$ cat src/hw/rtl/psp_pkg.sv
`default_nettype none
// ----------------------------------------------------------------------------
// psp_pkg: shared types and constants for the PID servo position loop
// Field widths, register indexes, loop phases and the queue item format.
// ----------------------------------------------------------------------------
package psp_pkg;

    // Field and datapath widths
    localparam int POS_W     = 32;
    localparam int ERR_W     = POS_W + 1;
    localparam int DIFF_W    = ERR_W + 1;
    localparam int SUM_W     = 48;
    localparam int DRIVE_W   = 17;
    localparam int GAIN_W    = 32;
    localparam int LIMIT_W   = 16;
    localparam int BAND_W    = 16;
    localparam int SETTLE_W  = 8;
    localparam int TICK_W    = 12;
    localparam int STATUS_W  = 2;
    localparam int MAG_W     = SUM_W;
    localparam int DIGIT_W   = MAG_W / 2;
    localparam int PART_W    = GAIN_W + DIGIT_W;
    localparam int PROD_W    = GAIN_W + MAG_W;
    localparam int SAT_W     = 61;
    localparam int TERM_W    = SAT_W + 1;
    localparam int ACC_W     = 64;
    localparam int FRAC_W    = 24;
    localparam int QUO_W     = ACC_W - FRAC_W;

    // Product clamp (2^60) and integrator limits
    localparam logic [PROD_W-1:0] TERM_LIM = PROD_W'(1) << (SAT_W - 1);
    localparam logic [SUM_W-1:0]  SUM_MAX  = {1'b0, {(SUM_W-1){1'b1}}};
    localparam logic [SUM_W-1:0]  SUM_MIN  = {1'b1, {(SUM_W-1){1'b0}}};

    // Multiply lanes
    localparam int NUM_LANES  = 3;
    localparam int LANE_PROP  = 0;
    localparam int LANE_INTEG = 1;
    localparam int LANE_DERIV = 2;

    // Item queue
    localparam int QUEUE_DEPTH = 2;

    // Configuration port
    localparam int CFG_IDX_W  = 3;
    localparam int CFG_DATA_W = 32;

    typedef enum logic [CFG_IDX_W-1:0] {
        CFG_GAIN_PROP     = 3'd0,
        CFG_GAIN_INTEG    = 3'd1,
        CFG_GAIN_DERIV    = 3'd2,
        CFG_OUTPUT_LIMIT  = 3'd3,
        CFG_SETTLE_BAND   = 3'd4,
        CFG_SETTLE_TICKS  = 3'd5,
        CFG_TIMEOUT_TICKS = 3'd6
    } cfg_index_t;

    localparam logic [GAIN_W-1:0]   RST_GAIN_PROP     = 32'd16777216;
    localparam logic [GAIN_W-1:0]   RST_GAIN_INTEG    = 32'd126;
    localparam logic [GAIN_W-1:0]   RST_GAIN_DERIV    = 32'd838860800;
    localparam logic [LIMIT_W-1:0]  RST_OUTPUT_LIMIT  = 16'd51200;
    localparam logic [BAND_W-1:0]   RST_SETTLE_BAND   = 16'd256;
    localparam logic [SETTLE_W-1:0] RST_SETTLE_TICKS  = 8'd100;
    localparam logic [TICK_W-1:0]   RST_TIMEOUT_TICKS = 12'd750;

    typedef struct packed {
        logic [GAIN_W-1:0]   gain_prop;
        logic [GAIN_W-1:0]   gain_integ;
        logic [GAIN_W-1:0]   gain_deriv;
        logic [LIMIT_W-1:0]  output_limit;
        logic [BAND_W-1:0]   settle_band;
        logic [SETTLE_W-1:0] settle_ticks;
        logic [TICK_W-1:0]   timeout_ticks;
    } cfg_t;

    // Loop phase, same codes as the status field
    typedef enum logic [STATUS_W-1:0] {
        PH_RUN     = 2'd0,
        PH_SETTLED = 2'd1,
        PH_TIMEOUT = 2'd2,
        PH_IDLE    = 2'd3
    } phase_t;

    typedef enum logic {
        KIND_TICK  = 1'b0,
        KIND_START = 1'b1
    } kind_t;

    typedef struct packed {
        kind_t                   kind;
        logic signed [POS_W-1:0] target;
        logic signed [POS_W-1:0] position;
    } item_t;

    typedef enum logic [3:0] {
        BK_FETCH,
        BK_CHECK,
        BK_ACCUM,
        BK_MAG,
        BK_MUL_LO,
        BK_MUL_HI,
        BK_COMBINE,
        BK_SAT,
        BK_SUM,
        BK_FINISH,
        BK_EMIT
    } back_state_t;

endpackage
`default_nettype wire

$ cat src/hw/rtl/psp_front.sv
`default_nettype none
// ----------------------------------------------------------------------------
// psp_front: input stage
// Registers each input transaction, tags it as start or tick, and pushes it
// into the item queue.
// ----------------------------------------------------------------------------
module psp_front
    import psp_pkg::*;
(
    input  wire logic                    clk,
    input  wire logic                    rst_n,
    input  wire logic                    in_valid,
    output logic                         in_ready,
    input  wire logic                    start_req,
    input  wire logic signed [POS_W-1:0] target,
    input  wire logic signed [POS_W-1:0] position,
    output logic                         push_valid,
    input  wire logic                    push_ready,
    output item_t                        push_item
);

    logic  hold_valid_reg;
    logic  hold_valid_next;
    item_t hold_item_reg;
    item_t hold_item_next;

    assign in_ready = !hold_valid_reg || push_ready;

    always_comb
    begin
        hold_valid_next = hold_valid_reg && !push_ready;
        hold_item_next  = hold_item_reg;
        if (in_valid && in_ready)
        begin
            hold_valid_next         = 1'b1;
            hold_item_next.kind     = start_req ? KIND_START : KIND_TICK;
            // a tick carries no target
            hold_item_next.target   = start_req ? target : '0;
            hold_item_next.position = position;
        end
    end

    always_ff @(posedge clk or negedge rst_n)
    begin
        if (!rst_n)
        begin
            hold_valid_reg <= 1'b0;
        end
        else
        begin
            hold_valid_reg <= hold_valid_next;
        end
    end

    always_ff @(posedge clk)
    begin
        hold_item_reg <= hold_item_next;
    end

    assign push_valid = hold_valid_reg;
    assign push_item  = hold_item_reg;

endmodule
`default_nettype wire

$ cat config.mk
export PLATFORM = sky130hd
export DESIGN_NAME = psp_front
export DESIGN_NICKNAME = d
export VERILOG_FILES = /design/src/hw/rtl/psp_pkg.sv /design/src/hw/rtl/psp_front.sv
export SDC_FILE = /design/constraint.sdc
export NUM_CORES = 1
export LEC_CHECK = 0
export CORE_MARGIN = 10
export CORE_UTILIZATION = 50
export CTS_CLUSTER_SIZE = 10
export DETAILED_ROUTE_END_ITERATION = 7
export DONT_BUFFER_PORTS = 1
export HOLD_SLACK_MARGIN = 0.06
export PLACE_DENSITY = 0.77
export SLEW_MARGIN = 20
export SYNTH_ARGS = -nofsm -noshare
export SYNTH_HDL_FRONTEND = slang
export SYNTH_SLANG_ARGS = --single-unit
$ cat constraint.sdc
create_clock -name clk -period 4.8 [get_ports clk]
set_input_delay 0.48 -clock clk [delete_from_list [all_inputs] [get_ports clk]]
set_output_delay 0.48 -clock clk [all_outputs]
set_load 0.01 [all_outputs]
# == After elaboration in Yosys (flattened, before gate mapping) ==
# Cells that the tools add are included.
# word_totals
ff_bits,66
latch_bits,0
mem_bits_rw,0
rom_bits,0
inputBits,69
out_inout_bits,67
elab_cells,11
mem_count,0
# op_classes
addsub,0
multipliers,0
div,0
n_lt_le_gt_ge,0
n_eq_ne,0
n_shift,0
n_mux,2
bitwise_logic,0
reduce_logical,5
# op_table
operator,n
1-bit logical AND,2
1-bit logical NOT,2
1-bit 2-to-1 mux,2
1-bit logical OR,1

# == Longest topological paths before layout ==
# depth
ltp_word,4
mapped_depth,2
mapped_depth_nobuf,2

# == Worst setup path after synthesis ==
# No wires, ideal clock.
# synth_path
path_type,in2reg
start,input push_ready
end,register hold_item_reg (netlist bit push_item[0]) (enable)
setup_ps,430
t_arrival_ps,2223
setup_slack_ps,2147
cell_stages,2
path_cell_list,nand2b_1 -> and2_1
# synth_via
elab_chain_cells,2
# synth_lines
item,line,text
"start, declared",psp_front.sv:18,"input wire logic push_ready,"
1-bit logical OR,psp_front.sv:27,assign in_ready = !hold_valid_reg || push_ready;
1-bit logical AND,psp_front.sv:33,if (in_valid && in_ready)
"end signal, assigned",psp_front.sv:57,hold_item_reg <= hold_item_next;
"end, declared",psp_front.sv:24,item_t hold_item_reg;
# Every way passes these cells.
# A chain may end at the register's enable or synchronous reset.

# == Final worst setup path ==
# layout_path
start,register hold_valid_reg (netlist: push_valid)
end,register hold_item_reg (netlist bit push_item[2]) (enable)
# layout_via
elab_chain_cells,3
# layout_lines
item,line,text
"start, declared",psp_front.sv:22,logic hold_valid_reg;
"start signal, assigned",psp_front.sv:51,hold_valid_reg <= hold_valid_next;
1-bit logical NOT,psp_front.sv:27,
1-bit logical OR,psp_front.sv:27,
net in_ready,psp_front.sv:13,"output logic in_ready,"
1-bit logical AND,psp_front.sv:33,
# The timed path passes the listed nets, and every way through them passes these cells.

==> out/results.txt <==
Status: complete, no violations
Max-cap violations: 0
Crit path arrival time: 2030 ps
Final #Nets: 183
Clock sinks: 66
# rows: 24
Setup slack, reg-to-reg: 2730 ps
CTS root buffer: clkbuf_8
Worst Max-Slew Pin Slew: 643.3 ps
Fin Setup TNS: 0 ps
First-pass GRT wire length: 6147 um
Max Clock Skew: 7.474 ps
Hold depth: 0
Via Count: 909
Grt total ovfl: 0
Die area: 7586 um^2
Worst r2r src: push_valid$_DFF_PN0_
CTS HTree Levels: 3
End of the critical path: push_item[2]$_DFFE_PP_
Max Freq: 483.6 MHz
Mapped Cells: 104
Critical R2R Capture: push_item[2]$_DFFE_PP_
Clock Latency Late Sink: 320 ps
Ports: 136
Final hold vios: 0
# setup viols final: 0
Reg2Reg Depth: 3
Post-DR wirelength/cell: 27.03 um
Ys Warns: 0
Placed cell areas: 2310 um^2
Avg Cell Area, Syn: 21.64 um^2
Tcrit/Tclk final: 43.08%
Worst path required time: 4770 ps
Tot GR Track Use: 11.46%
P&R area growth vs syn: 9.617%
N_diodes: 0
Initial antenna violation count: 0
Die H: 87.10 um
Relative slew slack: 57.11%
Final worst path period need: 2068 ps
Layout cells sized above 1: 40.17%
GPL Wtd Cong: 0.6316
Library cells used by synthesis: 6
Cell Area, Synth: 2251 um^2
Hold/Removal Path Class: input pin to flip-flop
Core Footprint: 4354 um^2
Via density per instance: 5.379
1st-iter DRT viols: 42
Power per Cell Area: 437.4 nW/um^2
Largest net degree at the start of global routing: 37
Final Cell Area: 2467 um^2
Initial DRT Pass Iterations: 4
Kind of critical path: flip-flop to flip-flop
Pins Over Slew Limit: 0
Seq/Total Area, Yosys: 87.83%
CTS Buf Count: 9
Pwr Total: 1.079 mW
Bufs on Longest Clock Path: 2
Slowest cell on the critical path: and2_2
Critical path's largest stage delay: 600 ps
Max IR drop VDD: 0.1710 mV
DR DRC count: 0
Worst setup startpoint: push_valid$_DFF_PN0_
CTS tree: done
Crit-path cells: nand2b_1 -> and2_2 -> buf_4
Fill count: 330
Startpoint types: flip-flop
Worst setup EP type: flip-flop
Clk slew on worst S/H paths: 60 ps
Yosys reg bits: 66
Vias in the first global route: 1008
Hold path start: position[24]
Synth Net Count: 173
Pleak: 0.8469 nW
PortBufs: 0
Die W: 87.10 um
Crit-path max FO: 36
RSZ-0062 raised after global routing: no
HPWL after detailed placement: 3719 um
Routed Antenna Nets: 0
Initial Utilization: 51.70%
Post-Route WL: 4568 um
## metrics by stage
step | hold slack, ps | util [%] | cells | setup slack (ps)
final | 262.4 | 56.67 | 169 | 2732
after CTS | 247.2 | 56.67 | 169 | 2690
after floorplan | 184.4 | - | 104 | 2147
after global routing | 239.3 | 56.67 | 169 | 2566
after detailed placement | 184.5 | 53.05 | 154 | 2640
after global placement | 184.5 | 53.05 | 154 | 2700
## worst max-delay path, delay by kind of cell, from the launching register on
kind / cells / cell delay (ps)
DFF: 1 / 420
and+or+nand+nor: 2 / 790
buffers and inverters: 1 / 500
## repair_timing
action                                 CTS  global route
resized for setup                        0             0
hold buffers                             1             0
buffers inserted                         0             0
endpoints found under the hold margin    1             0
## per-layer routing
layer	share of wire [%]	track usage (%)	up-vias	wire, um
li1	-	-	397	-
met1	37	11.14	404	1671
met2	46	17.39	99	2093
met3	16	9.176	9	729
met4	1.6	5.217	0	73
met5	0	0	-	0
## synthesized netlist by cell type
library cell | count | share of area (%)
nand2b_1 | 2 | 0.56
clkbuf_2 | 3 | 0.67
and2_1 | 1 | 0.28
and2_2 | 32 | 11
edfxtp_1 | 65 | 87
dfrtp_1 | 1 | 1.1
## registers in the layout, indices dropped and copies added, names as in the netlist
register,count
push_item,65
push_valid,1
## placed cells by master, fill, tap and decap left out
master         instances
clkbuf_8               9
nand2b_1               2
edfxtp_1              65
dfrtp_1                1
and2_2                33
dlygate4sd3_1          1
clkinv_2               4
clkinv_1               1
buf_4                  1
## cell families after synthesis
logic type             synth area share, %
AND/OR/NAND/NOR                      11.51
flip-flops                           87.83
buffers and inverters               0.6668
## worst min-delay path by stage
stage | slack [ps] | to
final | 260 | push_item[24]$_DFFE_PP_
after global routing | 240 | push_item[2]$_DFFE_PP_
after CTS | 250 | push_item[29]$_DFFE_PP_
after detailed placement | 180 | push_valid$_DFF_PN0_
after global placement | 180 | push_valid$_DFF_PN0_
after floorplan | 180 | push_valid$_DFF_PN0_
## report_power, final
group | leakage (nW) | internal, mW | total [mW] | switching (mW)
registers | 0.639 | 0.676 | 0.706 | 0.0309
clock network | 0.0819 | 0.175 | 0.344 | 0.169
logic | 0.126 | 0.0118 | 0.0288 | 0.0170
## final cells by class
class | instances | area, um^2 | area share (%)
Clock inverter | 5 | 23.77 | 0.9635
Multi-Input combinational cell | 35 | 260.3 | 10.55
Clock buffer | 9 | 123.9 | 5.020
Sequential cell | 66 | 1977 | 80.12
Timing Repair Buffer | 2 | 17.52 | 0.7099
Tap cell | 52 | 65.06 | 2.637
No activity file was read; power rests on OpenSTA's default activity.
