## config.mk

```make
export PLATFORM = sky130hd
export DESIGN_NAME = psp_queue
export DESIGN_NICKNAME = d
export VERILOG_FILES = /design/src/hw/rtl/psp_pkg.sv /design/src/hw/rtl/psp_queue.sv
export SDC_FILE = /design/constraint.sdc
export NUM_CORES = 1
export LEC_CHECK = 0
export BUFFER_PORTS_ARGS = -buffer_cell sky130_fd_sc_hd__buf_2
export CAP_MARGIN = 20
export CORE_MARGIN = 10
export CORE_UTILIZATION = 47
export CTS_CLUSTER_DIAMETER = 80
export DETAILED_ROUTE_END_ITERATION = 8
export PLACE_DENSITY = 0.76
export SLEW_MARGIN = 20
export SYNTH_ARGS = -nofsm -noshare
export SYNTH_HDL_FRONTEND = slang
export SYNTH_SLANG_ARGS = --single-unit
```

## constraint.sdc

```tcl
create_clock -name clk -period 4.1 [get_ports clk]
set_clock_uncertainty 0.1 [all_clocks]
set_input_delay 0.205 -clock clk [delete_from_list [all_inputs] [get_ports clk]]
set_output_delay 0.205 -clock clk [all_outputs]
set_load 0.01 [all_outputs]
```

## src/hw/rtl/psp_pkg.sv

```systemverilog
`default_nettype none
// ----------------------------------------------------------------------------
// psp_pkg: shared types and constants for the PID servo position loop
// Field widths, register indexes, loop phases and the queue item format.
// ----------------------------------------------------------------------------
package psp_pkg;

    // Field and datapath widths
    localparam int POS_W     = 32;
    localparam int ERR_W     = POS_W + 1;
    localparam int DIFF_W    = ERR_W + 1;
    localparam int SUM_W     = 48;
    localparam int DRIVE_W   = 17;
    localparam int GAIN_W    = 32;
    localparam int LIMIT_W   = 16;
    localparam int BAND_W    = 16;
    localparam int SETTLE_W  = 8;
    localparam int TICK_W    = 12;
    localparam int STATUS_W  = 2;
    localparam int MAG_W     = SUM_W;
    localparam int DIGIT_W   = MAG_W / 2;
    localparam int PART_W    = GAIN_W + DIGIT_W;
    localparam int PROD_W    = GAIN_W + MAG_W;
    localparam int SAT_W     = 61;
    localparam int TERM_W    = SAT_W + 1;
    localparam int ACC_W     = 64;
    localparam int FRAC_W    = 24;
    localparam int QUO_W     = ACC_W - FRAC_W;

    // Product clamp (2^60) and integrator limits
    localparam logic [PROD_W-1:0] TERM_LIM = PROD_W'(1) << (SAT_W - 1);
    localparam logic [SUM_W-1:0]  SUM_MAX  = {1'b0, {(SUM_W-1){1'b1}}};
    localparam logic [SUM_W-1:0]  SUM_MIN  = {1'b1, {(SUM_W-1){1'b0}}};

    // Multiply lanes
    localparam int NUM_LANES  = 3;
    localparam int LANE_PROP  = 0;
    localparam int LANE_INTEG = 1;
    localparam int LANE_DERIV = 2;

    // Item queue
    localparam int QUEUE_DEPTH = 2;

    // Configuration port
    localparam int CFG_IDX_W  = 3;
    localparam int CFG_DATA_W = 32;

    typedef enum logic [CFG_IDX_W-1:0] {
        CFG_GAIN_PROP     = 3'd0,
        CFG_GAIN_INTEG    = 3'd1,
        CFG_GAIN_DERIV    = 3'd2,
        CFG_OUTPUT_LIMIT  = 3'd3,
        CFG_SETTLE_BAND   = 3'd4,
        CFG_SETTLE_TICKS  = 3'd5,
        CFG_TIMEOUT_TICKS = 3'd6
    } cfg_index_t;

    localparam logic [GAIN_W-1:0]   RST_GAIN_PROP     = 32'd16777216;
    localparam logic [GAIN_W-1:0]   RST_GAIN_INTEG    = 32'd126;
    localparam logic [GAIN_W-1:0]   RST_GAIN_DERIV    = 32'd838860800;
    localparam logic [LIMIT_W-1:0]  RST_OUTPUT_LIMIT  = 16'd51200;
    localparam logic [BAND_W-1:0]   RST_SETTLE_BAND   = 16'd256;
    localparam logic [SETTLE_W-1:0] RST_SETTLE_TICKS  = 8'd100;
    localparam logic [TICK_W-1:0]   RST_TIMEOUT_TICKS = 12'd750;

    typedef struct packed {
        logic [GAIN_W-1:0]   gain_prop;
        logic [GAIN_W-1:0]   gain_integ;
        logic [GAIN_W-1:0]   gain_deriv;
        logic [LIMIT_W-1:0]  output_limit;
        logic [BAND_W-1:0]   settle_band;
        logic [SETTLE_W-1:0] settle_ticks;
        logic [TICK_W-1:0]   timeout_ticks;
    } cfg_t;

    // Loop phase, same codes as the status field
    typedef enum logic [STATUS_W-1:0] {
        PH_RUN     = 2'd0,
        PH_SETTLED = 2'd1,
        PH_TIMEOUT = 2'd2,
        PH_IDLE    = 2'd3
    } phase_t;

    typedef enum logic {
        KIND_TICK  = 1'b0,
        KIND_START = 1'b1
    } kind_t;

    typedef struct packed {
        kind_t                   kind;
        logic signed [POS_W-1:0] target;
        logic signed [POS_W-1:0] position;
    } item_t;

    typedef enum logic [3:0] {
        BK_FETCH,
        BK_CHECK,
        BK_ACCUM,
        BK_MAG,
        BK_MUL_LO,
        BK_MUL_HI,
        BK_COMBINE,
        BK_SAT,
        BK_SUM,
        BK_FINISH,
        BK_EMIT
    } back_state_t;

endpackage
`default_nettype wire

```

## src/hw/rtl/psp_queue.sv

```systemverilog
`default_nettype none
// ----------------------------------------------------------------------------
// psp_queue: item queue between front and back
// Small first-in first-out buffer of tagged items.
// ----------------------------------------------------------------------------
module psp_queue
    import psp_pkg::*;
(
    input  wire logic  clk,
    input  wire logic  rst_n,
    input  wire logic  push_valid,
    output logic       push_ready,
    input  wire item_t push_item,
    output logic       pop_valid,
    input  wire logic  pop_ready,
    output item_t      pop_item
);

    localparam int PTR_W = (QUEUE_DEPTH > 1) ? $clog2(QUEUE_DEPTH) : 1;
    localparam int CNT_W = $clog2(QUEUE_DEPTH + 1);

    item_t            entry_reg [QUEUE_DEPTH];
    logic [PTR_W-1:0] wr_ptr_reg;
    logic [PTR_W-1:0] wr_ptr_next;
    logic [PTR_W-1:0] rd_ptr_reg;
    logic [PTR_W-1:0] rd_ptr_next;
    logic [CNT_W-1:0] count_reg;
    logic [CNT_W-1:0] count_next;
    logic             do_push;
    logic             do_pop;

    assign push_ready = count_reg != CNT_W'(QUEUE_DEPTH);
    assign pop_valid  = count_reg != '0;
    assign pop_item   = entry_reg[rd_ptr_reg];
    assign do_push    = push_valid && push_ready;
    assign do_pop     = pop_valid && pop_ready;

    always_comb
    begin
        wr_ptr_next = wr_ptr_reg;
        rd_ptr_next = rd_ptr_reg;
        count_next  = count_reg;
        if (do_push)
        begin
            wr_ptr_next = (wr_ptr_reg == PTR_W'(QUEUE_DEPTH - 1)) ? '0 : wr_ptr_reg + 1'b1;
        end
        if (do_pop)
        begin
            rd_ptr_next = (rd_ptr_reg == PTR_W'(QUEUE_DEPTH - 1)) ? '0 : rd_ptr_reg + 1'b1;
        end
        if (do_push && !do_pop)
        begin
            count_next = count_reg + 1'b1;
        end
        else if (do_pop && !do_push)
        begin
            count_next = count_reg - 1'b1;
        end
    end

    always_ff @(posedge clk or negedge rst_n)
    begin
        if (!rst_n)
        begin
            wr_ptr_reg <= '0;
            rd_ptr_reg <= '0;
            count_reg  <= '0;
        end
        else
        begin
            wr_ptr_reg <= wr_ptr_next;
            rd_ptr_reg <= rd_ptr_next;
            count_reg  <= count_next;
        end
    end

    always_ff @(posedge clk)
    begin
        if (do_push)
        begin
            entry_reg[wr_ptr_reg] <= push_item;
        end
    end

endmodule
`default_nettype wire

```

# After elaboration in Yosys (flattened, before gate mapping)
# Memories as Yosys holds them, arrays and structs flattened.
# Index checks and enable logic that the tools add are counted.
[totals]
regBits = 4
ram_bits = 130
in_bits = 69
output_inout_bits = 67
wordCells = 23
n_memories = 1
[op_classes]
addsub = 4
eq_ne = 1
mux = 6
n_reduce_logical = 8
[mem_list]
columns = ["name", "depth", "word_bits", "rd", "rd_ports_with_merged_regs", "wr", "line", "text"]
rows = [
  ["entry_reg", 2, 65, 1, 0, 1, "psp_queue.sv:22", "item_t entry_reg [QUEUE_DEPTH];"],
]
[op_table]
columns = ["operator", "n"]
rows = [
  ["1-bit logical AND", 4],
  ["1-bit 2-to-1 mux", 4],
  ["2-bit 2-to-1 mux", 2],
  ["2-bit nonzero test", 2],
  ["1-bit adder (second input constant)", 2],
  ["2-bit by 1-bit adder with 2-bit output (second input constant)", 1],
  ["1-bit logical NOT", 2],
  ["2-bit != test (second input constant)", 1],
  ["2-bit by 1-bit subtractor with 2-bit output (second input constant)", 1],
]

# Logic depth before layout (Yosys ltp)
[logic_depth]
ltp_word = 6
mapped_depth = 7
mapped_depth_nobuf = 7

# Worst setup path after synthesis
# No wires, ideal clock.
[synth_path]
path_kind = "reg2reg"
start = "register count_reg[0]"
end = "memory entry_reg[0][0] (netlist bit) (enable)"
setup_ns = 0.488
arrival_time_ns = 3.417
required_time_ns = 3.512
path_slack_ns = 0.095
stages_incl_launch_ff = 4
path_buffers = 0
period_less_slack_ns = 4.005
path_cell_list = "dfrtp_1 > nand2b_1 > nand2_1 > nor2_1"
[synth_between]
elab_chain_cells = 4
[synth_rtl]
columns = ["item", "line", "text"]
rows = [
  ["from (decl)", "psp_queue.sv:27", "logic [CNT_W-1:0] count_reg;"],
  ["from (signal assigned)", "psp_queue.sv:73", "count_reg <= count_next;"],
  ["2-bit != test", "psp_queue.sv:32", "assign push_ready = count_reg != CNT_W'(QUEUE_DEPTH);"],
  ["named net push_ready", "psp_queue.sv:12", "output logic push_ready,"],
  ["1-bit logical AND", "psp_queue.sv:35", "assign do_push = push_valid && push_ready;"],
  ["1-bit 2-to-1 mux", "psp_queue.sv:79", "if (do_push)"],
  ["1-bit 2-to-1 mux (implied by the code)", "psp_queue.sv:81", "entry_reg[wr_ptr_reg] <= push_item;"],
  ["to (decl)", "psp_queue.sv:22", ""],
]
# The timed path passes the listed nets, and every way through them passes these cells.

==> impl_results.md <==
- Final hold slack: 0.3163 ns
- Worst vdd ir: 0.0003430 V
- Critical path endpoint category: primary output
- Final Hold Viols: 0
- Die height: 123.6 µm
- HPWL Detailed: 6119 µm
- Clk Tree Root Cell: clkbuf_8
- Clk pin slew, worst setup/hold paths: 0.06 ns
- Area Overhead vs Synth: 42.28%
- Max-slew violation count: 0
- Leakage: 2.850 nW
- Vias: 2769
- Port Buffers: 135
- H-tree depth: 4
- ANT nets after route: 0
- DRT iter0 DRCs: 106
- Overall routing resource usage: 13.76%
- # fillers: 675
- Max_cap viols: 0
- Worst Path Arrival: 2.10 ns
- Critical path class: reg2out
- Final worst-path cycle share: 58.71%
- CTS tree: yes
- Worst Hold Path Cells: 2
- Core Rows: 37
- Core area: 10370 µm²
- Number of setup violations in the final report: 0
- M1 WL: 3768 µm
- Register area share after synthesis: 79.35%
- Placed inst area: 5857 µm²
- Drt first pass iters: 4
- Gate Count Post-Synth: 220
- Pin count of the biggest net entering global routing: 67
- PD cells: 691.4 nW/µm²
- Max reg flops: 130
- # IOs: 136
- Die area: 15280 µm²
- Max-slew headroom: 40.48%
- CTS Buf Count: 17
- Seq cells post-synth: 134
- Most frequent cells in the layout: buf_2, edfxtp_1, dlygate4sd3_1, mux2_4, mux2_2
- R2R depth: 4
- Startpoint types: flop
- Vias/cell: 4.701
- Layout cells sized above 1: 51.99%
- Met3 routed WL: 992 µm
- Worst-Skew Late Latency: 0.51 ns
- Global-route wire length before repair: 15960 µm
- Avg Cell Area, Syn: 22.94 µm²
- Netlist cell types: 15
- Final WL: 10010 µm
- Remaining Overflow, GRT: 0
- CTS Buffer Depth: 2
- Wire length on met2: 5052 µm
- Worst-Margin Slew: 0.8928 ns
- GPL Wtd Cong: 0.7060
- RSZ-0062 raised after global routing: false
- Worst Path Max Fanout: 40
- Fin crit period: 2.407 ns
- Final non-filler cell total: 589
- Die width: 123.6 µm
- Reg-to-reg slack, setup: 2.06 ns
- Commonest non-fill, non-tap cell in the layout: buf_2
- Syn nets: 290
- Initial antenna violation count: 1
- Wire per inst: 16.99 µm
- Final instance area: 7179 µm²
- Setup TNS: 0 ns
- Worst Hold Class: in2reg
- # clock sinks: 134
- Dpl cells: 486
- Nets: 509
- Outcome: complete, no violations
- WP data required: 3.80 ns
- Starting Density: 48.66%
- Fmax: 0.4154 GHz
- Synth warnings: 0
- # Post-CTS Setup Buffers: 0
- # DRC: 0
- Vias in the first global route: 3058
- Top Layer Used: met4
- Synthesized area: 5046 µm²
[kinds of logic after synthesis]
kind of cell / Yosys count / synth area share (%)
buf+inv: 8 / 1.388
simple gates: 7 / 0.6698
mux: 65 / 17.48
flops: 134 / 79.35
xor+xnor: 5 / 0.8680
fa+ha+maj: 1 / 0.2479
[final timing paths]
path / from / end
max: rd_ptr_reg / pop_item[44]
min: push_item[55] / entry_reg[0][55]
max reg2reg: count_reg[0] / entry_reg[0][11]
min reg2reg: count_reg[1] / count_reg[1]
max in group asynchronous: rst_n / rd_ptr_reg
min in group asynchronous: rst_n / count_reg[0]
[worst max-delay path: stages (launching register included)]
cell and delay, ns:
dfrtp_4 0.71, buf_16 0.31, mux2_2 0.38, buf_2 0.14
[cell usage after synthesis]
library cell / number / share of area [%]
and3_1: 1 / 0.12
buf_2: 2 / 0.20
buf_6: 5 / 1.1
dfrtp_1: 4 / 2.0
edfxtp_1: 130 / 77
ha_1: 1 / 0.25
inv_1: 1 / 0.074
mux2_2: 25 / 5.6
mux2_4: 40 / 12
nand2_1: 2 / 0.15
nand2b_1: 1 / 0.12
nor2_1: 2 / 0.15
or2_2: 1 / 0.12
xnor2_1: 3 / 0.52
xor2_1: 2 / 0.35
[metal layers]
layer  vias to the layer above  global-route usage [%]
met5                         -                       0
met4                         0                   6.696
met3                        18                   6.606
met2                       106                   22.52
met1                      1333                   14.71
li1                       1312                       -
[where the power goes]
group	internal [mW]	total, mW	switching [mW]
Combinational	0.744	1.43	0.686
Sequential	1.88	2.02	0.141
Clock	0.980	1.51	0.533
Total	3.60	4.96	1.36
[through the flow]
step	util [%]	setup slack, ns	power, mW
floorplan	-	0.09470	2.982
global route	69.23	1.601	5.212
global placement	56.48	2.027	3.417
finish	69.23	1.693	4.964
detailed placement	56.48	2.019	3.438
CTS	68.94	1.467	5.012
[what timing repair did]
action | 4_1_cts | 5_1_grt
hold buffers | 69 | 0
endpoints found under the hold margin | 136 | 0
gates resized for setup | 0 | 0
[final cells by class]
cell class	count	area (µm²)	share of cell area [%]
repair buffers	207	1409	19.62
diodes	1	2.502	0.03486
clock buffers	18	417.9	5.821
multi-input cells	78	984.7	13.72
flip-flops and latches	134	4008	55.82
clock inverters	14	183.9	2.562
inverters	1	3.754	0.05228
well taps	136	170.2	2.370
Power figures use the tool's default switching activity.
