## src/hw/rtl/psp_pkg.sv

```systemverilog
`default_nettype none
// ----------------------------------------------------------------------------
// psp_pkg: shared types and constants for the PID servo position loop
// Field widths, register indexes, loop phases and the queue item format.
// ----------------------------------------------------------------------------
package psp_pkg;

    // Field and datapath widths
    localparam int POS_W     = 32;
    localparam int ERR_W     = POS_W + 1;
    localparam int DIFF_W    = ERR_W + 1;
    localparam int SUM_W     = 48;
    localparam int DRIVE_W   = 17;
    localparam int GAIN_W    = 32;
    localparam int LIMIT_W   = 16;
    localparam int BAND_W    = 16;
    localparam int SETTLE_W  = 8;
    localparam int TICK_W    = 12;
    localparam int STATUS_W  = 2;
    localparam int MAG_W     = SUM_W;
    localparam int DIGIT_W   = MAG_W / 2;
    localparam int PART_W    = GAIN_W + DIGIT_W;
    localparam int PROD_W    = GAIN_W + MAG_W;
    localparam int SAT_W     = 61;
    localparam int TERM_W    = SAT_W + 1;
    localparam int ACC_W     = 64;
    localparam int FRAC_W    = 24;
    localparam int QUO_W     = ACC_W - FRAC_W;

    // Product clamp (2^60) and integrator limits
    localparam logic [PROD_W-1:0] TERM_LIM = PROD_W'(1) << (SAT_W - 1);
    localparam logic [SUM_W-1:0]  SUM_MAX  = {1'b0, {(SUM_W-1){1'b1}}};
    localparam logic [SUM_W-1:0]  SUM_MIN  = {1'b1, {(SUM_W-1){1'b0}}};

    // Multiply lanes
    localparam int NUM_LANES  = 3;
    localparam int LANE_PROP  = 0;
    localparam int LANE_INTEG = 1;
    localparam int LANE_DERIV = 2;

    // Item queue
    localparam int QUEUE_DEPTH = 2;

    // Configuration port
    localparam int CFG_IDX_W  = 3;
    localparam int CFG_DATA_W = 32;

    typedef enum logic [CFG_IDX_W-1:0] {
        CFG_GAIN_PROP     = 3'd0,
        CFG_GAIN_INTEG    = 3'd1,
        CFG_GAIN_DERIV    = 3'd2,
        CFG_OUTPUT_LIMIT  = 3'd3,
        CFG_SETTLE_BAND   = 3'd4,
        CFG_SETTLE_TICKS  = 3'd5,
        CFG_TIMEOUT_TICKS = 3'd6
    } cfg_index_t;

    localparam logic [GAIN_W-1:0]   RST_GAIN_PROP     = 32'd16777216;
    localparam logic [GAIN_W-1:0]   RST_GAIN_INTEG    = 32'd126;
    localparam logic [GAIN_W-1:0]   RST_GAIN_DERIV    = 32'd838860800;
    localparam logic [LIMIT_W-1:0]  RST_OUTPUT_LIMIT  = 16'd51200;
    localparam logic [BAND_W-1:0]   RST_SETTLE_BAND   = 16'd256;
    localparam logic [SETTLE_W-1:0] RST_SETTLE_TICKS  = 8'd100;
    localparam logic [TICK_W-1:0]   RST_TIMEOUT_TICKS = 12'd750;

    typedef struct packed {
        logic [GAIN_W-1:0]   gain_prop;
        logic [GAIN_W-1:0]   gain_integ;
        logic [GAIN_W-1:0]   gain_deriv;
        logic [LIMIT_W-1:0]  output_limit;
        logic [BAND_W-1:0]   settle_band;
        logic [SETTLE_W-1:0] settle_ticks;
        logic [TICK_W-1:0]   timeout_ticks;
    } cfg_t;

    // Loop phase, same codes as the status field
    typedef enum logic [STATUS_W-1:0] {
        PH_RUN     = 2'd0,
        PH_SETTLED = 2'd1,
        PH_TIMEOUT = 2'd2,
        PH_IDLE    = 2'd3
    } phase_t;

    typedef enum logic {
        KIND_TICK  = 1'b0,
        KIND_START = 1'b1
    } kind_t;

    typedef struct packed {
        kind_t                   kind;
        logic signed [POS_W-1:0] target;
        logic signed [POS_W-1:0] position;
    } item_t;

    typedef enum logic [3:0] {
        BK_FETCH,
        BK_CHECK,
        BK_ACCUM,
        BK_MAG,
        BK_MUL_LO,
        BK_MUL_HI,
        BK_COMBINE,
        BK_SAT,
        BK_SUM,
        BK_FINISH,
        BK_EMIT
    } back_state_t;

endpackage
`default_nettype wire

```

## src/hw/rtl/psp_cfg.sv

```systemverilog
`default_nettype none
// ----------------------------------------------------------------------------
// psp_cfg: configuration register file
// Holds gains, drive limit, settle band and tick limits; plain write port.
// ----------------------------------------------------------------------------
module psp_cfg
    import psp_pkg::*;
(
    input  wire logic                  clk,
    input  wire logic                  rst_n,
    input  wire logic                  cfg_we,
    input  wire logic [CFG_IDX_W-1:0]  cfg_index,
    input  wire logic [CFG_DATA_W-1:0] cfg_data,
    output cfg_t                       cfg
);

    cfg_t cfg_reg;
    cfg_t cfg_next;

    always_comb
    begin
        cfg_next = cfg_reg;
        if (cfg_we)
        begin
            unique case (cfg_index)
                CFG_GAIN_PROP:     cfg_next.gain_prop     = cfg_data[GAIN_W-1:0];
                CFG_GAIN_INTEG:    cfg_next.gain_integ    = cfg_data[GAIN_W-1:0];
                CFG_GAIN_DERIV:    cfg_next.gain_deriv    = cfg_data[GAIN_W-1:0];
                CFG_OUTPUT_LIMIT:  cfg_next.output_limit  = cfg_data[LIMIT_W-1:0];
                CFG_SETTLE_BAND:   cfg_next.settle_band   = cfg_data[BAND_W-1:0];
                CFG_SETTLE_TICKS:  cfg_next.settle_ticks  = cfg_data[SETTLE_W-1:0];
                CFG_TIMEOUT_TICKS: cfg_next.timeout_ticks = cfg_data[TICK_W-1:0];
                default:           cfg_next = cfg_reg;
            endcase
        end
    end

    always_ff @(posedge clk or negedge rst_n)
    begin
        if (!rst_n)
        begin
            cfg_reg.gain_prop     <= RST_GAIN_PROP;
            cfg_reg.gain_integ    <= RST_GAIN_INTEG;
            cfg_reg.gain_deriv    <= RST_GAIN_DERIV;
            cfg_reg.output_limit  <= RST_OUTPUT_LIMIT;
            cfg_reg.settle_band   <= RST_SETTLE_BAND;
            cfg_reg.settle_ticks  <= RST_SETTLE_TICKS;
            cfg_reg.timeout_ticks <= RST_TIMEOUT_TICKS;
        end
        else
        begin
            cfg_reg <= cfg_next;
        end
    end

    assign cfg = cfg_reg;

endmodule
`default_nettype wire

```

## config.mk

```make
export PLATFORM = sky130hd
export DESIGN_NAME = psp_cfg
export DESIGN_NICKNAME = d
export VERILOG_FILES = /design/src/hw/rtl/psp_pkg.sv /design/src/hw/rtl/psp_cfg.sv
export SDC_FILE = /design/constraint.sdc
export NUM_CORES = 1
export LEC_CHECK = 0
export BUFFER_PORTS_ARGS = -buffer_cell sky130_fd_sc_hd__clkbuf_2
export CAP_MARGIN = 20
export CORE_ASPECT_RATIO = 2
export CORE_UTILIZATION = 40
export DETAILED_ROUTE_END_ITERATION = 10
export PLACE_DENSITY = 0.77
export SETUP_SLACK_MARGIN = 0.4
export SYNTH_ARGS = -nofsm -noshare
export SYNTH_HDL_FRONTEND = slang
export SYNTH_SLANG_ARGS = --single-unit
```

## constraint.sdc

```tcl
create_clock -name clk -period 0.92 [get_ports clk]
set_input_delay 0.092 -clock clk [delete_from_list [all_inputs] [get_ports clk]]
set_output_delay 0.092 -clock clk [all_outputs]
set_load 0.01 [all_outputs]
```

## Yosys cells after proc, flatten, opt, wreduce, memory -nomap -nowiden

Index checks and enable logic that the tools add are counted.

| cells by class | value |
|---|---|
| divide/modulo/power cells | 0 |
| multipliers | 0 |
| reductions and logical operators | 8 |
| shift operators | 0 |
| order comparisons | 0 |
| add/sub/neg operators | 0 |
| multiplexer cells | 0 |
| bitwise operators | 0 |
| equality and inequality tests | 6 |

Operators by type and width:

| kind | number |
|---|---|
| 2-bit AND reduction | 7 |
| 3-bit == test (second input constant) | 3 |
| 3-bit by 2-bit == test with 1-bit output (second input constant) | 2 |
| 3-bit by 1-bit == test with 1-bit output (second input constant) | 1 |
| 3-bit zero test | 1 |

| storage, ports and cells | value |
|---|---|
| flip-flop bits (word level) | 148 |
| memories kept | 0 |
| memory bits (writable) | 0 |
| logic and storage cells | 21 |
| input port bits | 38 |
| bits in latches | 0 |
| ROM bits | 0 |
| output and inout bits | 148 |

## Depth between registers and ports, before layout

Gate-level depths: netlist of the first run.

| depth | value |
|---|---|
| depth in word-level cells | 2 |
| depth in mapped cells | 5 |
| gate-level depth less buffers | 2 |

## Worst setup path before layout of the first run

Ideal clock, no wire load.

| path | value |
|---|---|
| path type | input -> register |
| from | input cfg_index[0] |
| to | register cfg_reg (netlist bit cfg[135]) |
| stages | 4 |
| arrival time | 1.138 ns |
| setup time | 0.125 ns |
| required time | 0.795 ns |
| buffers on the path | 2 |
| path slack | -0.343 ns |
| cells stage by stage | buf_6 nor4b_4 buf_6 mux2_4 |

| between the ends | value |
|---|---|
| word-level cells in the longest chain between the ends | 2 |

RTL lines:

| what | RTL line | RTL |
|---|---|---|
| from (decl) | psp_cfg.sv:12 | `input wire logic [CFG_IDX_W-1:0] cfg_index,` |
| 3-bit zero test | psp_cfg.sv:25 | `unique case (cfg_index)` |
| 2-bit AND reduction (no line) | -- |  |
| to (signal assigned) | psp_cfg.sv:52 | `cfg_reg <= cfg_next;` |
| to (decl) | psp_cfg.sv:17 | `cfg_t cfg_reg;` |

No other way between the ends.
A chain may end at the register's enable or synchronous reset.

## Final worst setup path of the first run

| path | value |
|---|---|
| from | register cfg_reg (netlist bit cfg[90]) |
| to | output cfg[90] (netlist bit) |

RTL lines:

| what | RTL line | RTL |
|---|---|---|
| to (decl) | psp_cfg.sv:14 | `output cfg_t cfg` |

No word-level cell between the ends.

==> qor.csv, run 1 <==
metric,value,unit
cp_top_family,flip-flops,
violations,"negative hold slack, negative setup slack",
cts_tree,done,
crit_type,reg -> out,
cts_buffer_depth,2,
synthCells,319,
grt_pass1_vias,4359,
max_freq,855,MHz
nets,691,
synth_nets,357,
syn_to_final_growth,72.0,%
cts_buffers,17,
first_pass_iters,4,
p_int,17.4,mW
skew,0,ns
drive_above_1_share,0.808,
fillers,883,
clkSlewWorstSetupHoldPaths,0.06,ns
status,finished with violations,
synth-seq-cells,148,
fp.dieH,172,microns
hold_path.class,in -> async,
die_x,87.1,microns
cellLeakagePower,4.95,nW
grt_max_degree,41,
rows,61,
wire_per_inst,22.0,microns
ir_drop,1.52,mV
grt_overflow,0,
antenna_cells,0,
critPathBufInv,1,
totalPowerFinal,23.8,mW
io_pins,186,
period_needed,1.17,ns
port_buffers,185,
grt_pass1_wl,25300,microns
drcViolationCount,0,
antenna_found_initial,1,
worst_slew_pin_slew,0.248,ns
initialDrtViolationCount,165,
pwr-share-clk,0.295,
arrival,1.08,ns
cts-htree-levels,4,
synthDistinctLibCells,13,
yosysWarningCount,0,
pwr-share-comb,0.319,
post-dp-hpwl,10300,microns
core-area,14000,sq um
switchingPower,6.48,mW
synth_area_per_cell,18.2,sq um
final_hold_viol_count,176,
critPathRequiredTime,0.83,ns
synth_seq_area_share,0.644,
largest_reg_flops,148,
finalWorstSetupSlack,-0.249,ns
initial_core_util,0.413,
vias,4225,
vias_per_cell,4.94,
pwr_density_cell,2390,nW/um^2
p_seq_frac,0.387,
slew_violations,0,
grt_use_total,0.236,
drt_wl_total,18800,microns
crit_path_top_delay_cell,dfstp_2,
fin_crit_sh,1.27,
antenna_left,0,
rsz0062_at_grt,yes,
layout_common_cells,"mux2_4 (133), clkbuf_2 (129), dfrtp_1 (124)",
path_cells,buf_8,
gp_congestion,0.762,
final_common_cell,mux2_4,
cts_sinks,148,
switching_share,0.272,
timing.hold.ws,-0.472,ns
crit_path_end_kind,output port,
fin_setup_tns,-23.40,ns
ctsRootBufferMaster,clkbuf_16,
critPathMaxFanout,2,
syn_area,5800,sq um
die_area,15000,sq um
start_kind,flop,
insertion_delay,0.40,ns
setup_violations,235,
cp_slowest_stage_delay,0.56,ns
maxSlewHeadroom,0.835,
drv_cap,0,
-- power groups by stage --
stage          Sequential (mW)  Combinational [mW]  Clock (mW)
2_1_floorplan             9.62                1.63           0
3_3_place_gp              9.01                4.43           0
3_5_place_dp              9.08                4.54           0
4_1_cts                   9.00                6.01        7.10
5_1_grt                   9.34                7.98        7.40
6_report                  9.22                7.59        7.02
-- layer usage --
metal / GRT usage / up-vias / part of all wire
met1: 0.253 / 2193 / 0.36
li1: - / 1818 / -
met3: 0.0415 / 59 / 0.034
met4: 0.129 / 0 / 0.054
met2: 0.430 / 155 / 0.55
met5: 0 / - / 0
-- Yosys cell counts --
cell / n / area [sq um]
dfrtp_1: 124 / 3100
mux2_2: 68 / 766
mux2_1: 40 / 450
mux2_4: 40 / 601
dfstp_2: 24 / 631
buf_6: 12 / 135
buf_2: 3 / 15.0
nand4b_1: 2 / 17.5
nor4bb_1: 2 / 20.0
and4bb_1: 1 / 12.5
buf_4: 1 / 7.51
nand4b_2: 1 / 15.0
nor4b_4: 1 / 23.8
-- through the flow --
step / area, sq um / worst slack, ns / cells / util
detailed placement: 7170 / -0.533 / 698 / 0.511
global placement: 7170 / -0.458 / 698 / 0.511
floorplan: 5880 / -0.284 / 319 / -
global route: 9970 / -0.274 / 855 / 0.710
CTS: 9140 / -0.273 / 804 / 0.651
finish: 9970 / -0.249 / 855 / 0.710
-- final cells by class --
class	count	area (sq um)	share of cell area
flip-flops and latches	148	3730	0.374
multi-input cells	155	2300	0.230
repair buffers	331	3100	0.311
clock inverters	12	156	0.0157
clock buffers	20	447	0.0448
well taps	189	236	0.0237
-- path summary, 6_finish.rpt --
path	to	start	slack [ns]	depth (start not counted)
worst min-delay path	cfg[29]$_DFFE_PN0P_	rst_n	-0.47	1
max in group asynchronous	cfg[47]$_DFFE_PN1P_	rst_n	0.82	2
worst max register to register	cfg[138]$_DFFE_PN0P_	cfg[138]$_DFFE_PN0P_	-0.11	3
worst min register to register	cfg[48]$_DFFE_PN0P_	cfg[48]$_DFFE_PN0P_	0.51	1
min in group clk	cfg[78]$_DFFE_PN0P_	cfg_data[26]	-0.05	2
worst max-delay path	cfg[90]	cfg[90]$_DFFE_PN1P_	-0.25	1
-- cell families (layout without fill, tap and decap cells) --
logic type	count (synthesis)	after routing	share of synthesized area
flip-flops	148	148	0.644
buffers and inverters	16	363	0.0272
AND/OR/NAND/NOR	7	7	0.0153
multiplexers	148	148	0.313
-- what timing repair did --
item,4_1_cts,5_1_grt
resized for setup,137,143
cloned,12,1
pin swaps,3,1
endpoints found under the hold margin,188,177
buffers inserted,62,50
endpoints found under the setup margin,296,296
(Power assumes the default switching activity.)
==> run 2, diff against run 1 <==
==> constraint.sdc (replaced) <==
create_clock -name clk -period 0.92 [get_ports clk]
set_input_delay 0.184 -clock clk [delete_from_list [all_inputs] [get_ports clk]]
set_output_delay 0.184 -clock clk [all_outputs]
set_load 0.01 [all_outputs]
==> run 2 against run 1 <==
Compared with the run above: the flow still finishes with violations (negative hold slack, negative setup slack); largest power group unchanged; global-route usage up 0.41 points; register-to-register slack about the same; worst setup slack worse by 0.11 ns; first-iteration DRC count up 18%; fmax down 8.6%; die area unchanged; combinational power up 0.7%; critical path depth unchanged; highest routed layer unchanged.
==> qor.csv, run 2 (same netlist as run 1, synthesis figures left out) <==
metric,value,unit,change
status,finished with violations,,
violations,"negative hold slack, negative setup slack",,
die_area,15000,sq um,unchanged
rsz0062_at_grt,yes,,
ctsRootBufferMaster,clkbuf_16,,
multi_input_area,2300,sq um,+0.16%
crit_type,reg -> out,,
vias,4282,,+1.3%
max_freq,782,MHz,-8.6%
critPathRequiredTime,0.74,ns,-0.09 ns
final_common_cell,mux2_4,,
slew_violations,0,,unchanged
final_hold_viol_count,127,,-28%
nets,713,,+3.2%
vias_per_cell,4.88,,-1.2%
regToRegSetupSlack,-0.12,ns,about the same
drive_above_1_share,0.814,,+0.00615
crit_path_end_kind,output port,,
arrival,1.09,ns,about the same
worst_slew_pin_slew,0.299,ns,+0.0518 ns
antenna_found_initial,0,,-1
cp_slowest_stage_delay,0.56,ns,about the same
grt_pass1_vias,4507,,+3.4%
setup_violations,296,,+26%
reg2reg_to,cfg[131]$_DFFE_PN0P_,,
wire_per_inst,21.4,microns,-2.6%
cts-htree-levels,4,,unchanged
place_ws,-0.605,ns,-0.0716 ns
cts_buffers,17,,unchanged
insertion_delay,0.42,ns,+0.02 ns
dpl_cell_area,7190,sq um,+0.24%
cts_buffer_depth,2,,unchanged
io_pins,186,,unchanged
skew,0,ns,unchanged
crit_cells,1,,unchanged
hold_path.class,in -> async,,
pwr_density_cell,2420,nW/um^2,+1.3%
syn_to_final_growth,72.4,%,
antenna_left,0,,unchanged
grt_overflow,0,,unchanged
regArea,3730,sq um,unchanged
fp.dieH,172,microns,unchanged
first_pass_iters,4,,unchanged
fin_crit_sh,1.39,,+0.119
ir_drop,1.46,mV,-4.3%
maxSlewHeadroom,0.800,,-0.0346
drt_wl_total,18800,microns,about the same
crit_path_top_delay_cell,dfstp_2,,
drcViolationCount,0,,unchanged
path_cells,buf_8,,
critPathBufInv,1,,unchanged
reg2reg_from,cfg[131]$_DFFE_PN0P_,,
cellLeakagePower,5.02,nW,+1.4%
cts_sinks,148,,unchanged
cp_top_family,flip-flops,,
clkSlewWorstSetupHoldPaths,0.06,ns,about the same
start_kind,flop,,
die_x,87.1,microns,unchanged
core-area,14000,sq um,unchanged
initial_core_util,0.413,,unchanged
postLayoutCellArea,10000,sq um,+0.26%
layout_common_cells,"mux2_4 (134), clkbuf_2 (128), dfrtp_1 (124)",,
timing.hold.ws,-0.380,ns,+0.0927 ns
period_needed,1.28,ns,+0.110 ns
antenna_cells,0,,unchanged
largest_reg_flops,148,,unchanged
r2r_cells,3,,unchanged
gp_congestion,0.763,,about the same
rows,61,,unchanged
drv_cap,0,,unchanged
post-dp-hpwl,10400,microns,+1.1%
finalWorstSetupSlack,-0.359,ns,-0.110 ns
grt_max_degree,29,,-29%
grt_pass1_wl,26100,microns,+2.9%
port_buffers,185,,unchanged
fillers,883,,unchanged
grt_use_total,0.240,,+0.00415
initialDrtViolationCount,194,,+18%
critPathMaxFanout,2,,unchanged
cts_tree,done,,
## run 2: worst max-delay path by stage
stage | start | slack (ns) | endpoint
final | cfg[3]$_DFFE_PN1P_ | -0.36 | cfg[3]
after detailed placement | cfg_index[2] | -0.61 | cfg[68]$_DFFE_PN0P_
after CTS | cfg[28]$_DFFE_PN1P_ | -0.37 | cfg[28]
after floorplan | cfg_index[0] | -0.38 | cfg[135]$_DFFE_PN0P_
after global placement | cfg_index[2] | -0.54 | cfg[83]$_DFFE_PN0P_
after global routing | cfg[89]$_DFFE_PN1P_ | -0.38 | cfg[89]
## run 2: timing repair
| item | 4_1_cts | 5_1_grt |
|---|---|---|
| gates resized for setup | 130 | 129 |
| pin swaps | 4 | 1 |
| gates cloned | 11 | 0 |
| endpoints found under the setup margin | 296 | 296 |
| hold endpoints to repair | 127 | 127 |
| setup buffers | 74 | 58 |
## run 2: layout make-up
class,instances,area share
multi-input combinational,155,0.230
timing repair buffer,353,0.310
clock inverter,12,0.0181
clock buffer,20,0.0447
tap,189,0.0237
sequential,148,0.374
## run 2: report_power, final
part           internal, mW  switching (mW)
combinational          4.90            2.74
clock                  4.62            2.80
sequential             8.13            1.04
total                  17.6            6.57
## run 2: metrics by stage
step                 util  hold slack, ns  TNS (ns)  total power [mW]  cells
floorplan               -          -0.112    -39.65              11.2    319
global placement    0.512          0.0653    -71.44              13.4    702
detailed placement  0.512          0.0675    -75.91              13.6    702
CTS                 0.653          -0.383    -50.29              22.5    819
global route        0.712          -0.383    -61.55              25.1    877
finish              0.712          -0.380    -55.39              24.2    877
## run 2: layer usage
layer | up-vias | wire length [microns] | GRT usage
li1 | 1850 | - | -
met1 | 2230 | 6940 | 0.266
met2 | 158 | 10500 | 0.434
met3 | 44 | 619 | 0.0401
met4 | 0 | 743 | 0.124
met5 | - | 0 | 0
==> run 3, diff against run 2 <==
Clock period 0.92 ns to 1.3 ns, I/O delays scaled along.
==> run 3 against run 2 <==
Compared with the run above: the run ends with negative setup slack left; utilization decreased by 1.3 points; total power decreased by 32%; clock-buffer cell count increased by 1; critical path type unchanged.
==> qor.csv, run 3 (same netlist as run 1, synthesis figures left out) <==
metric,value,unit,change
status,finished with violations,,
violations,negative setup slack,,
slew_violations,0,,unchanged
cp_top_family,flip-flops,,
insertion_delay,0.41,ns,about the same
cts_buffers,17,,unchanged
cts_buffer_depth,2,,unchanged
critPathRequiredTime,1.04,ns,+0.30 ns
cp_slowest_stage_delay,0.55,ns,about the same
rows,61,,unchanged
grt_pass1_vias,4320,,-4.1%
fp.dieH,172,microns,unchanged
critPathMaxFanout,2,,unchanged
drt_wl_total,18300,microns,-2.7%
r2r_cells,3,,unchanged
core-area,14000,sq um,unchanged
initial_core_util,0.413,,unchanged
wire_per_inst,21.3,microns,-0.67%
dpl_cell_area,7140,sq um,-0.77%
period_needed,1.34,ns,
initialDrtViolationCount,112,,-42%
finalWorstSetupSlack,-0.0417,ns,+0.317 ns
skew,0,ns,unchanged
ir_drop,1.16,mV,-20%
vias,4142,,-3.3%
multi_input_area,2240,sq um,-2.5%
syn_to_final_growth,69.2,%,
final_hold_viol_count,0,,-100%
cellLeakagePower,4.84,nW,-3.6%
io_pins,186,,unchanged
postLayoutCellArea,9810,sq um,-1.9%
drcViolationCount,0,,unchanged
die_area,15000,sq um,unchanged
cts-htree-levels,4,,unchanged
antenna_cells,0,,unchanged
start_kind,flop,,
hold_path.class,in -> reg,,
path_cells,buf_8,,
crit_path_top_delay_cell,dfstp_2,,
hold_depth,2,,
grt_use_total,0.236,,-0.00349
fin_crit_sh,1.03,,
grt_pass1_wl,25400,microns,-2.6%
final_common_cell,dfrtp_1,,
arrival,1.08,ns,about the same
rsz0062_at_grt,yes,,
layout_common_cells,"dfrtp_1 (124), mux2_4 (121), buf_4 (100)",,
ctsRootBufferMaster,clkbuf_16,,
fin_setup_tns,-0.609,ns,+54.78 ns
drive_above_1_share,0.806,,-0.00798
gp_congestion,0.749,,-1.8%
crit_type,reg -> out,,
regArea,3730,sq um,unchanged
setup_violations,24,,-92%
grt_overflow,0,,unchanged
vias_per_cell,4.82,,-1.2%
maxSlewHeadroom,0.814,,+0.0137
grt_max_degree,48,,+66%
clkSlewWorstSetupHoldPaths,0.06,ns,about the same
die_x,87.1,microns,unchanged
port_buffers,185,,unchanged
largest_reg_flops,148,,unchanged
pwr_density_cell,1680,nW/um^2,-31%
max_freq,745,MHz,
crit_path_end_kind,output port,,
fillers,905,,+2.5%
antenna_left,0,,unchanged
drv_cap,0,,unchanged
critPathBufInv,1,,unchanged
regToRegSetupSlack,0.27,ns,+0.39 ns
place_ws,-0.267,ns,+0.338 ns
worst_slew_pin_slew,0.278,ns,-0.0213 ns
antenna_found_initial,0,,unchanged
crit_cells,1,,unchanged
post-dp-hpwl,10400,microns,-0.12%
nets,695,,-2.5%
first_pass_iters,4,,unchanged
cts_sinks,148,,unchanged
cts_tree,done,,
## run 3: where the power goes
part           internal (mW)  switching [mW]
registers               5.75           0.731
clock network           2.74            1.96
logic                   3.39            1.87
## run 3: cell type report
class | instances | share of cell area
multi-input cells | 155 | 0.229
clock buffers | 21 | 0.0469
clock inverters | 11 | 0.0105
flip-flops and latches | 148 | 0.381
well taps | 189 | 0.0241
repair buffers | 335 | 0.309
## run 3: final timing paths
| check | start | endpoint |
|---|---|---|
| max in group asynchronous | rst_n | cfg[87]$_DFFE_PN1P_ |
| worst max-delay path | cfg[80]$_DFFE_PN1P_ | cfg[80] |
| worst max register to register | cfg[32]$_DFFE_PN0P_ | cfg[32]$_DFFE_PN0P_ |
| min in group asynchronous | rst_n | cfg[92]$_DFFE_PN0P_ |
| worst min register to register | cfg[46]$_DFFE_PN0P_ | cfg[46]$_DFFE_PN0P_ |
| worst min-delay path | cfg_data[24] | cfg[140]$_DFFE_PN1P_ |
## run 3: metal layers
| layer | part of all wire | global-route usage | routed length, microns | up-vias |
|---|---|---|---|---|
| met5 | 0 | 0 | 0 | - |
| met1 | 0.36 | 0.251 | 6610 | 2134 |
| met2 | 0.56 | 0.432 | 10200 | 145 |
| met4 | 0.036 | 0.106 | 660 | 0 |
| li1 | - | - | - | 1821 |
| met3 | 0.043 | 0.0587 | 784 | 42 |
## run 3: repair_timing
action / 4_1_cts / 5_1_grt
hold buffers: 1 / 0
cloned: 11 / 0
pin swaps: 2 / 4
setup buffers: 64 / 53
endpoints found under the hold margin: 119 / 0
setup endpoints to repair: 289 / 278
gates resized for setup: 116 / 215
## run 3: worst reg2reg max path, stage by stage, from the launching register on
cell     delay (ns)
dfrtp_1        0.42
buf_6          0.13
buf_4          0.12
mux2_4         0.25
## run 3: through the flow
| step | hold WS [ns] | cells | total power [mW] | utilization |
|---|---|---|---|---|
| 2_1_floorplan | -0.0356 | 319 | 7.96 | - |
| 3_3_place_gp | 0.119 | 698 | 9.49 | 0.508 |
| 3_5_place_dp | 0.122 | 698 | 9.63 | 0.508 |
| 4_1_cts | 0.0848 | 806 | 15.3 | 0.642 |
| 5_1_grt | 0.0959 | 859 | 17.1 | 0.698 |
| 6_report | 0.102 | 859 | 16.4 | 0.698 |
